`config.mk`:
```
export PLATFORM = sky130hd
export DESIGN_NAME = animation_frame_sequencer_core
export DESIGN_NICKNAME = d
export VERILOG_FILES = /design/src/rtl/afs_pkg.sv /design/src/rtl/animation_frame_sequencer_core.sv /design/src/rtl/afs_control.sv /design/src/rtl/afs_datapath.sv
export SDC_FILE = /design/constraint.sdc
export NUM_CORES = 2
export LEC_CHECK = 0
export ABC_CLOCK_PERIOD_IN_PS = 7040
export BUFFER_PORTS_ARGS = -buffer_cell sky130_fd_sc_hd__buf_2
export CAP_MARGIN = 20
export CORE_AREA = 2 2 538 540
export DETAILED_ROUTE_END_ITERATION = 16
export DIE_AREA = 0 0 540 542
export GPL_ROUTABILITY_DRIVEN = 0
export GPL_TIMING_DRIVEN = 0
export PLACE_DENSITY = 0.49
export SLEW_MARGIN = 20
export SYNTH_ARGS = -nofsm -noshare
export SYNTH_HDL_FRONTEND = slang
export SYNTH_SLANG_ARGS = --single-unit
export TNS_END_PERCENT = 20
```
`constraint.sdc`:
```
create_clock -name clock -period 7.04 [get_ports clock]
set_clock_uncertainty 0.1 [all_clocks]
set_input_delay 0.704 -clock clock [delete_from_list [all_inputs] [get_ports clock]]
set_output_delay 0.704 -clock clock [all_outputs]
set_load 0.02 [all_outputs]
```
`src/rtl/afs_pkg.sv`:
```
`timescale 1ns / 1ps

package afs_pkg;

   // Table sizes and the per-tick advance cap
   localparam int FRAME_ENTRIES = 256;
   localparam int ANIMATIONS    = 16;
   localparam int MAX_ADVANCES  = 256;

   localparam int FRAME_IDX_W = $clog2(FRAME_ENTRIES);
   localparam int ANIM_IDX_W  = $clog2(ANIMATIONS);
   localparam int STEP_W      = $clog2(MAX_ADVANCES + 1);

   // Field widths
   localparam int COMMAND_W  = 2;
   localparam int TIME_W     = 16;
   localparam int ANIM_W     = 4;
   localparam int ADDR_W     = 8;
   localparam int DURATION_W = 8;
   localparam int FRAME_W    = 8;
   localparam int FLAGS_W    = 8;

   // Request word layout, lowest bit first
   localparam int REQ_COMMAND_LSB  = 0;
   localparam int REQ_DELTA_LSB    = REQ_COMMAND_LSB + COMMAND_W;
   localparam int REQ_ANIM_LSB     = REQ_DELTA_LSB + TIME_W;
   localparam int REQ_ADDR_LSB     = REQ_ANIM_LSB + ANIM_W;
   localparam int REQ_DURATION_LSB = REQ_ADDR_LSB + ADDR_W;
   localparam int REQ_FIRST_LSB    = REQ_DURATION_LSB + DURATION_W;
   localparam int REQ_COUNT_LSB    = REQ_FIRST_LSB + FRAME_W;
   localparam int REQ_LOOP_LSB     = REQ_COUNT_LSB + FRAME_W;
   localparam int REQ_FLAGS_LSB    = REQ_LOOP_LSB + 1;
   localparam int REQ_USED_W       = REQ_FLAGS_LSB + FLAGS_W;
   localparam int REQ_DATA_W       = ((REQ_USED_W + 7) / 8) * 8;

   // Response word layout, lowest bit first
   localparam int RSP_PLAYING_LSB = 0;
   localparam int RSP_ANIM_LSB    = RSP_PLAYING_LSB + 1;
   localparam int RSP_FRAME_LSB   = RSP_ANIM_LSB + ANIM_W;
   localparam int RSP_FLAGS_LSB   = RSP_FRAME_LSB + FRAME_W;
   localparam int RSP_TIME_LSB    = RSP_FLAGS_LSB + FLAGS_W;
   localparam int RSP_USED_W      = RSP_TIME_LSB + TIME_W;
   localparam int RSP_DATA_W      = ((RSP_USED_W + 7) / 8) * 8;

   typedef enum logic [COMMAND_W-1:0] {
      CMD_TICK           = 2'd0,
      CMD_START          = 2'd1,
      CMD_WRITE_DURATION = 2'd2,
      CMD_WRITE_ANIM     = 2'd3
   } command_type;

   // Controller to datapath
   typedef struct packed {
      logic exec;      // carry out the accepted word's command
      logic fetch;     // read the current frame's duration
      logic advance;   // subtract the span and step one frame or stop
      logic load_out;  // capture state into the response register
   } dp_cmd_type;

   // Datapath to controller
   typedef struct packed {
      logic tick_go;   // incoming word is a tick while playing
      logic over;      // time exceeds the span and the cap is not reached
      logic last;      // next advance stops the animation
      logic playing;   // animation running
   } dp_sts_type;

endpackage

```
`src/rtl/animation_frame_sequencer_core.sv`:
```
`timescale 1ns / 1ps

// Animation frame sequencer. Commands load a 256-entry frame duration table
// and 16 animation descriptors, start an animation, or tick elapsed time; each
// request word returns one response word with the state after the command.
// A tick advances frames while the accumulated time exceeds ten times the
// current frame's duration, at most 256 advances per tick, wrapping or
// stopping after the last frame. One word is worked at a time. Table writes,
// starts and ticks while stopped go from idle straight to the respond state;
// a tick while playing alternates a fetch state (one duration memory read)
// and a check state (one compare-subtract per advance), skipping the closing
// fetch and check when its last advance stops the animation. The respond
// state waits while the previous response is still held, then loads the
// response word, held until it is taken. The next request is taken the cycle
// after the response is loaded, even if it is not yet consumed downstream.
module animation_frame_sequencer_core (
   input  logic                           clock,
   input  logic                           reset,
   input  logic                           req_tvalid,
   output logic                           req_tready,
   // command, delta_time, animation, table_address, frame_duration,
   // first_frame, frame_count, loop_enable, draw_flags
   input  logic [afs_pkg::REQ_DATA_W-1:0] req_tdata,
   output logic                           rsp_tvalid,
   input  logic                           rsp_tready,
   // playing, current_animation, current_frame, held_draw_flags, frame_time
   output logic [afs_pkg::RSP_DATA_W-1:0] rsp_tdata
);

   afs_pkg::dp_cmd_type dp_cmd;
   afs_pkg::dp_sts_type dp_sts;

   afs_control u_control (
      .clock      (clock),
      .reset      (reset),
      .req_tvalid (req_tvalid),
      .req_tready (req_tready),
      .rsp_tvalid (rsp_tvalid),
      .rsp_tready (rsp_tready),
      .dp_cmd     (dp_cmd),
      .dp_sts     (dp_sts)
   );

   afs_datapath u_datapath (
      .clock     (clock),
      .reset     (reset),
      .req_tdata (req_tdata),
      .rsp_tdata (rsp_tdata),
      .dp_cmd    (dp_cmd),
      .dp_sts    (dp_sts)
   );

   // One word in flight: no acceptance right after one
   a_one_in_flight: assert property (@(posedge clock) disable iff (reset)
      (req_tvalid && req_tready) |=> !req_tready)
      else $error("request accepted while a word is in flight");

   // Stopping advance clears playing
   a_stop_clears: assert property (@(posedge clock) disable iff (reset)
      (dp_cmd.advance && dp_sts.last) |=> !dp_sts.playing)
      else $error("animation still playing after stop");

   // Loading the response raises valid
   a_load_valid: assert property (@(posedge clock) disable iff (reset)
      dp_cmd.load_out |=> rsp_tvalid)
      else $error("response loaded without valid");

   // Advances only while working a word
   a_advance_busy: assert property (@(posedge clock) disable iff (reset)
      dp_cmd.advance |-> !req_tready)
      else $error("frame advance while idle");

endmodule

```
`src/rtl/afs_control.sv`:
```
`timescale 1ns / 1ps

module afs_control (
   input  logic                clock,
   input  logic                reset,
   input  logic                req_tvalid,
   output logic                req_tready,
   output logic                rsp_tvalid,
   input  logic                rsp_tready,
   output afs_pkg::dp_cmd_type dp_cmd,
   input  afs_pkg::dp_sts_type dp_sts
);

   typedef enum logic [1:0] {
      ST_IDLE,
      ST_FETCH,
      ST_CHECK,
      ST_RESPOND
   } state_type;

   state_type state_ff, state_in;
   logic      rsp_valid_ff, rsp_valid_in;
   logic      out_free;

   assign out_free   = !rsp_valid_ff || rsp_tready;
   assign req_tready = (state_ff == ST_IDLE);
   assign rsp_tvalid = rsp_valid_ff;

   // Sequence one word: execute, walk frames on a tick, then respond
   always_comb begin
      state_in        = state_ff;
      rsp_valid_in    = rsp_valid_ff;
      dp_cmd.exec     = 1'b0;
      dp_cmd.fetch    = 1'b0;
      dp_cmd.advance  = 1'b0;
      dp_cmd.load_out = 1'b0;
      if (rsp_valid_ff && rsp_tready) begin
         rsp_valid_in = 1'b0;
      end
      case (state_ff)
         ST_IDLE: begin
            if (req_tvalid) begin
               dp_cmd.exec = 1'b1;
               state_in    = dp_sts.tick_go ? ST_FETCH : ST_RESPOND;
            end
         end
         ST_FETCH: begin
            dp_cmd.fetch = 1'b1;
            state_in     = ST_CHECK;
         end
         ST_CHECK: begin
            if (dp_sts.over) begin
               dp_cmd.advance = 1'b1;
               state_in       = dp_sts.last ? ST_RESPOND : ST_FETCH;
            end else begin
               state_in = ST_RESPOND;
            end
         end
         ST_RESPOND: begin
            if (out_free) begin
               dp_cmd.load_out = 1'b1;
               rsp_valid_in    = 1'b1;
               state_in        = ST_IDLE;
            end
         end
         default: begin
            state_in = ST_IDLE;
         end
      endcase
   end

   // Hold state and response valid
   always_ff @(posedge clock) begin
      if (reset) begin
         state_ff     <= ST_IDLE;
         rsp_valid_ff <= 1'b0;
      end else begin
         state_ff     <= state_in;
         rsp_valid_ff <= rsp_valid_in;
      end
   end

endmodule

```
`src/rtl/afs_datapath.sv`:
```
`timescale 1ns / 1ps

module afs_datapath (
   input  logic                               clock,
   input  logic                               reset,
   input  logic [afs_pkg::REQ_DATA_W-1:0]     req_tdata,
   output logic [afs_pkg::RSP_DATA_W-1:0]     rsp_tdata,
   input  afs_pkg::dp_cmd_type                dp_cmd,
   output afs_pkg::dp_sts_type                dp_sts
);

   // Request fields
   afs_pkg::command_type                 req_command;
   logic [afs_pkg::TIME_W-1:0]           req_delta;
   logic [afs_pkg::ANIM_W-1:0]           req_anim;
   logic [afs_pkg::ADDR_W-1:0]           req_addr;
   logic [afs_pkg::DURATION_W-1:0]       req_duration;
   logic [afs_pkg::FRAME_W-1:0]          req_first;
   logic [afs_pkg::FRAME_W-1:0]          req_count;
   logic                                 req_loop;
   logic [afs_pkg::FLAGS_W-1:0]          req_flags;

   // Tables
   logic [afs_pkg::DURATION_W-1:0] duration_mem [afs_pkg::FRAME_ENTRIES];
   logic [afs_pkg::FRAME_W-1:0]    first_mem    [afs_pkg::ANIMATIONS];
   logic [afs_pkg::FRAME_W-1:0]    count_mem    [afs_pkg::ANIMATIONS];

   // Sequencer state
   logic [afs_pkg::ANIM_W-1:0]     active_ff;
   logic [afs_pkg::FRAME_W-1:0]    position_ff;
   logic [afs_pkg::TIME_W-1:0]     elapsed_ff;
   logic                           loop_ff;
   logic                           playing_ff;
   logic [afs_pkg::FLAGS_W-1:0]    flags_ff;
   logic [afs_pkg::STEP_W-1:0]     steps_ff;
   logic [afs_pkg::DURATION_W-1:0] duration_ff;
   logic [afs_pkg::RSP_DATA_W-1:0] rsp_data_ff;

   logic [afs_pkg::ANIM_IDX_W-1:0]  anim_idx;
   logic [afs_pkg::FRAME_W-1:0]     anim_first;
   logic [afs_pkg::FRAME_W-1:0]     anim_count;
   logic [afs_pkg::FRAME_W:0]       index_sum;
   logic [afs_pkg::FRAME_IDX_W-1:0] fetch_addr;
   logic [afs_pkg::TIME_W-1:0]      span;
   logic [afs_pkg::FRAME_W:0]       next_position;
   logic                            has_next;

   assign req_command  = afs_pkg::command_type'(
                            req_tdata[afs_pkg::REQ_COMMAND_LSB +: afs_pkg::COMMAND_W]);
   assign req_delta    = req_tdata[afs_pkg::REQ_DELTA_LSB +: afs_pkg::TIME_W];
   assign req_anim     = req_tdata[afs_pkg::REQ_ANIM_LSB +: afs_pkg::ANIM_W];
   assign req_addr     = req_tdata[afs_pkg::REQ_ADDR_LSB +: afs_pkg::ADDR_W];
   assign req_duration = req_tdata[afs_pkg::REQ_DURATION_LSB +: afs_pkg::DURATION_W];
   assign req_first    = req_tdata[afs_pkg::REQ_FIRST_LSB +: afs_pkg::FRAME_W];
   assign req_count    = req_tdata[afs_pkg::REQ_COUNT_LSB +: afs_pkg::FRAME_W];
   assign req_loop     = req_tdata[afs_pkg::REQ_LOOP_LSB];
   assign req_flags    = req_tdata[afs_pkg::REQ_FLAGS_LSB +: afs_pkg::FLAGS_W];

   // Descriptor of the active animation; table count is a power of two
   assign anim_idx   = active_ff[afs_pkg::ANIM_IDX_W-1:0];
   assign anim_first = first_mem[anim_idx];
   assign anim_count = count_mem[anim_idx];

   // Duration entry wraps around the frame table
   assign index_sum  = {1'b0, anim_first} + {1'b0, position_ff};
   assign fetch_addr = index_sum[afs_pkg::FRAME_IDX_W-1:0];

   // Span is ten times the stored duration: 8x + 2x
   assign span = (afs_pkg::TIME_W'(duration_ff) << 3) + (afs_pkg::TIME_W'(duration_ff) << 1);

   assign next_position = {1'b0, position_ff} + 1'b1;
   assign has_next      = (anim_count != '0) && (next_position < {1'b0, anim_count});

   assign dp_sts.tick_go = (req_command == afs_pkg::CMD_TICK) && playing_ff;
   assign dp_sts.over    = (elapsed_ff > span) &&
                           (steps_ff < afs_pkg::STEP_W'(afs_pkg::MAX_ADVANCES));
   assign dp_sts.last    = !has_next && !loop_ff;
   assign dp_sts.playing = playing_ff;

   assign rsp_tdata = rsp_data_ff;

   // Write tables and read the duration memory
   always_ff @(posedge clock) begin
      if (dp_cmd.exec && (req_command == afs_pkg::CMD_WRITE_DURATION) &&
          (int'(req_addr) < afs_pkg::FRAME_ENTRIES)) begin
         duration_mem[req_addr[afs_pkg::FRAME_IDX_W-1:0]] <= req_duration;
      end
      if (dp_cmd.exec && (req_command == afs_pkg::CMD_WRITE_ANIM) &&
          (int'(req_anim) < afs_pkg::ANIMATIONS)) begin
         first_mem[req_anim[afs_pkg::ANIM_IDX_W-1:0]] <= req_first;
         count_mem[req_anim[afs_pkg::ANIM_IDX_W-1:0]] <= req_count;
      end
      if (dp_cmd.fetch) begin
         duration_ff <= duration_mem[fetch_addr];
      end
   end

   // Apply commands and frame advances
   always_ff @(posedge clock) begin
      if (reset) begin
         active_ff   <= '0;
         position_ff <= '0;
         elapsed_ff  <= '0;
         loop_ff     <= 1'b0;
         playing_ff  <= 1'b0;
         flags_ff    <= '0;
         steps_ff    <= '0;
      end else if (dp_cmd.exec) begin
         case (req_command)
            afs_pkg::CMD_TICK: begin
               if (playing_ff) begin
                  elapsed_ff <= elapsed_ff + req_delta;
                  steps_ff   <= '0;
               end
            end
            afs_pkg::CMD_START: begin
               active_ff   <= req_anim;
               position_ff <= '0;
               flags_ff    <= req_flags;
               elapsed_ff  <= '0;
               loop_ff     <= req_loop;
               playing_ff  <= 1'b1;
            end
            default: begin
            end
         endcase
      end else if (dp_cmd.advance) begin
         elapsed_ff <= elapsed_ff - span;
         steps_ff   <= steps_ff + 1'b1;
         if (has_next) begin
            position_ff <= next_position[afs_pkg::FRAME_W-1:0];
         end else if (loop_ff) begin
            position_ff <= '0;
         end else begin
            playing_ff <= 1'b0;
         end
      end
   end

   // Capture the response word
   always_ff @(posedge clock) begin
      if (dp_cmd.load_out) begin
         rsp_data_ff <= afs_pkg::RSP_DATA_W'({elapsed_ff, flags_ff, position_ff,
                                              active_ff, playing_ff});
      end
   end

endmodule

```
# After elaboration in Yosys (flattened, before gate mapping)
# Memory sizes are Yosys's and may differ from the RTL's. A register that Yosys moved wholly into a read port is not among the register bits.
# Cells that the tools add are included.
[totals] out_inout_bits=42 elab_cells=101 mem_bits_rw=2304 input_bits=68 reg_bits=87 memories=3
[memory_table] name="u_datapath.duration_mem" words=256 word_bits=8 rd=1 rd_ports_with_merged_regs=1 wr=1 line="afs_datapath.sv:24" source="logic [afs_pkg::DURATION_W-1:0] duration_mem [afs_pkg::FRAME_ENTRIES];"
[memory_table] name="u_datapath.count_mem" words=16 word_bits=8 rd=1 rd_ports_with_merged_regs=1 wr=1 line="afs_datapath.sv:26" source="logic [afs_pkg::FRAME_W-1:0] count_mem [afs_pkg::ANIMATIONS];"
[memory_table] name="u_datapath.first_mem" words=16 word_bits=8 rd=1 rd_ports_with_merged_regs=1 wr=1 line="afs_datapath.sv:25" source="logic [afs_pkg::FRAME_W-1:0] first_mem [afs_pkg::ANIMATIONS];"
[op_classes] muxes=42 eq_ne=15 n_addsub=6 order_cmp=3 n_reduce_logical=22
[ops] cell="two-way mux 16 bit" count=3
[ops] cell="two-way mux 8 bit" count=5
[ops] cell="two-way mux 9 bit" count=4
[ops] cell="one-hot mux 16 bit (2 select lines)" count=1
[ops] cell="two-way mux 1 bit" count=19
[ops] cell="adder 16 bit" count=1
[ops] cell="greater-than comparator 16 bit" count=1
[ops] cell="two-way mux 4 bit" count=4
[ops] cell="subtractor 16 bit" count=1
[ops] cell="adder 11 x 9 -> 12 bit" count=1
[ops] cell="two-way mux 2 bit" count=5
[ops] cell="adder 8 x 1 -> 9 bit (second input constant)" count=1
[ops] cell="adder 9 x 1 -> 9 bit (second input constant)" count=1
[ops] cell="< comparator 9 x 8 -> 1 bit" count=1
[ops] cell="< comparator 9 bit (second input constant)" count=1
[ops] cell="AND reduction 3 bit" count=3
[ops] cell="adder 8 bit" count=1
[ops] cell="== test 2 bit (second input constant)" count=4
[ops] cell="!= test 2 bit (second input constant)" count=4
[ops] cell="one-hot mux 2 bit (4 select lines)" count=1
[ops] cell="nonzero test 8 bit" count=1
[ops] cell="logical AND 1 bit" count=7
[ops] cell="!= test 2 x 1 -> 1 bit (second input constant)" count=3
[ops] cell="!= test 3 bit (second input constant)" count=2
[ops] cell="8 further kinds" count=13

# Longest topological paths before layout
[depth] depth_word=8 depth_mapped=19 depth_no_buf=18

# Hierarchy
# From an unflattened synthesis, not the netlist that was laid out.
[hier_totals] cells_unflattened=4655 hier_area_um2=94623.3
[by_module_without_submodules] module="afs_datapath" cells_per_inst=4635 area_each_um2=94465.6 seq_area_each_um2=71558.6 instances=1
[by_module_without_submodules] module="afs_control" cells_per_inst=20 area_each_um2=157.7 seq_area_each_um2=60.1 instances=1

# Least setup slack after synthesis
# Ideal clock, no wire load.
[synth_timing] kind="reg2reg" startpoint="reg with a tool-made name" endpoint="reg u_datapath.duration_ff[0] (netlist name) (read register of u_datapath.duration_mem) (data pin)" synth_period_minus_slack_ns=5.804 stages_incl_launch_ff=18 slack_ns=1.236 arrival_time_ns=5.416 setup_time_ns=0.288 path_cell_list="dfxtp_1 buf_6 buf_6 buf_8 buf_6 buf_1 mux4_2 mux4_2 ha_1 fa_1 clkbuf_1 clkbuf_1 clkbuf_1 mux4_2 mux4_2 mux4_2 mux2i_1 mux2i_1"
[synth_rtl] element="end: declaration" line="afs_datapath.sv:36" source="logic [afs_pkg::DURATION_W-1:0] duration_ff;"

==> reports/results.txt <==
max_cap viols -> 0
initial drt markers -> 5,081
fraction of layout cells with a size suffix above 1 -> 30.35%
top-count cell post-synth -> edfxtp_1
first-pass GRT wire length -> 364,800 um
Cell Area, Placed -> 101,300 sq um
Worst Setup End Kind -> register
WS Path Type -> register to register
Tmin final -> 6968 ps
leading post-synthesis cells by cell area -> edfxtp_1, mux4_2, nor2_1, dfxtp_1, ha_1
Post-Synthesis Cells -> 4,247
most frequent cells after synthesis -> edfxtp_1, mux4_2, nor2_1
Pwr Density -> 358.4 nW/um^2
area leader, netlist -> edfxtp_1
Worst IR Drop VDD -> 0.1704 mV
postcts setup bufs -> 0
Seq pwr share -> 40.4%
CTS tree -> done
CTS Sinks -> 2,403
Seq cells post-synth -> 2,403
synthesis-to-layout area growth -> 16.64%
fin. max-slew vios -> 0
total power -> 0.03946 W
power share of the combinational group -> 24.7%
Primary FF master, synth -> edfxtp_1
Die Area -> 292,700 sq um
Slew Limit Headroom -> 23.37%
DRT Wirelength -> 260,800 um
clk root buf -> clkbuf_16
Post-synth EDFFs -> 2,349
final setup vio count -> 0
final hold slack -> 87.44 ps
vias in the first global route -> 46.26k
Unique masters post-synth -> 62
fin cells -> 8,691
gr ovfl total -> 0
initial antenna violation count -> 17
synthesized cell area -> 94,390 sq um
core area -> 286,900 sq um
Data arrival, critical path -> 7350 ps
input/output buffers -> 103
worst skew pair latency -> 850 ps
Psw -> 0.01129 W
dpl hpwl -> 172,700 um
internal power -> 0.02818 W
# rows -> 197
RSZ-0062 raised after global routing -> yes
crit-path max FO -> 10
HP Class -> input pin to register
vias -> 45.37k
initial core utilization -> 32.90%
fin area -> 110,100 sq um
syn_area_per_cell -> 22.23 sq um
Startpoint Class -> register
gr usage total -> 17.57%
post-route DRC violation count -> 0
CTS Buf Count -> 272
clock buffer depth -> 4
status -> complete, no violations
share of flip-flops with an asynchronous set or reset -> 0%
Die Y -> 542 um
Clock Power Share -> 34.9%
fin crit share -> 98.98%
Clock Pin Slew Worst Setup and Hold Paths -> 60 ps
H-tree depth -> 5
Hold Violations, Final -> 0
remaining antenna violation count -> 0
Max Fclk -> 0.1435 GHz
Slew @ Worst Pin -> 1146 ps
worst path required time -> 7430 ps
Static Leak -> 34.17 nW
number of vias per cell -> 5.220
drt pass-1 iters -> 5
YS warnings -> 0
Synth top area share -> 74.73%
WL/cell -> 30.01 um
Die X -> 540 um
# IOs -> 110
sequential share of the synthesized area -> 75.87%
# nets final -> 4,819
Sw Share -> 28.60%
Inst Count DP -> 8,196
pin count of the biggest net entering global routing -> 117
[worst paths after layout]
kind	from	end	slack (ps)	depth (start not counted)
setup reg to reg	register	u_datapath.duration_ff[7]	70	16
hold / removal	req_tvalid	u_control.state_ff[1]	90	3
hold reg to reg	u_datapath.flags_ff[4]	u_datapath.rsp_tdata[17]	310	0
setup / recovery	register	u_datapath.duration_ff[7]	70	16
[worst max-delay path, stage by stage (launching register included)]
cell and delay (ps):
dfxtp_1 360, buf_6 170, buf_6 210, buf_8 190
buf_6 190, buf_4 310, mux4_2 560, mux4_2 560
ha_1 260, fa_2 750, clkbuf_8 360, clkbuf_2 440
mux4_2 440, mux4_2 550, mux4_2 600, mux2i_1 250
mux2i_1 270
[repair_timing]
action                     in CTS  in global routing
resized for setup              86                 29
setup endpoints to repair       8                  8
hold endpoints to repair       11                  0
pin swaps                       0                  0
hold buffers                   10                  0
[layout by cell type (no fill, tap or decap), types with 28 or more instances in the layout]
| cell | count |
|---|---|
| edfxtp_1 | 2349 |
| mux4_2 | 741 |
| nor2_1 | 328 |
| clkbuf_16 | 275 |
| buf_2 | 157 |
| clkbuf_1 | 100 |
| nand2_1 | 85 |
| clkbuf_2 | 62 |
| dfxtp_1 | 54 |
| clkinv_1 | 48 |
| ha_1 | 48 |
| a21oi_1 | 45 |
| mux2i_1 | 43 |
| clkinv_2 | 42 |
| buf_16 | 36 |
| inv_1 | 28 |
[registers in the layout, indices dropped and copies added, names as in the netlist, named ones only]
register                 cells
u_datapath.rsp_tdata        37
u_datapath.duration_ff       8
u_datapath.loop_ff           1
u_datapath.duration_mem   2048
u_control.rsp_tvalid         1
u_datapath.first_mem       128
u_datapath.flags_ff          8
u_datapath.playing_ff        1
u_datapath.steps_ff          9
u_datapath.count_mem       128
u_datapath.position_ff       8
u_datapath.active_ff         4
u_datapath.elapsed_ff       16
u_control.state_ff           2
[stage by stage]
step | setup slack [ps] | utilization, % | TNS, ps
after floorplan | 1236 | - | 0
after global placement | -2450 | 34.73 | -19230
after detailed placement | -1612 | 35.30 | -12560
after CTS | 0.2123 | 38.35 | 0
after global routing | -18.61 | 38.37 | -27.45
final | 71.71 | 38.38 | 0
[area by class of cell]
type / instances / area [sq um]
antenna: 11 / 27.53
buffer: 217 / 1209
clock buffer: 330 / 7088
clock inverter: 144 / 1411
fill: 25820 / 176800
inverter: 29 / 108.9
multi-input combinational: 1598 / 21820
sequential: 2403 / 71620
tap: 3781 / 4731
timing repair buffer: 178 / 2086
[power groups by stage]
stage | Clock, W | Combinational (W) | Sequential, W
6_report | 0.0138 | 0.00976 | 0.0159
2_1_floorplan | 0 | 0.00608 | 0.0162
4_1_cts | 0.0141 | 0.00991 | 0.0159
3_5_place_dp | 0 | 0.00985 | 0.0162
5_1_grt | 0.0146 | 0.0102 | 0.0159
3_3_place_gp | 0 | 0.00972 | 0.0163
[layer usage]
metal / up-vias / track usage [%] / part of all wire (%)
met4: 6 / 4.205 / 2.3
met1: 24920 / 24.85 / 45
met2: 1276 / 28.49 / 48
met3: 338 / 2.761 / 5.0
li1: 18830 / - / -
met5: - / 0 / 0.016
[cells by family (layout without fill, tap and decap cells)]
| group | count (synthesis) | count (layout) | synth area share [%] |
|---|---|---|---|
| AND/OR/NAND/NOR | 554 | 554 | 2.496 |
| buffers and inverters | 248 | 898 | 1.181 |
| other | 1 | 14 | 0.003973 |
| flip-flops | 2403 | 2403 | 75.87 |
| AO/OA/AOI/OAI | 158 | 158 | 1.125 |
| adder cells (fa/ha/maj) | 52 | 52 | 0.7211 |
| XOR/XNOR | 44 | 44 | 0.4281 |
| multiplexers | 787 | 787 | 18.17 |
Power figures use the tool's default switching activity.
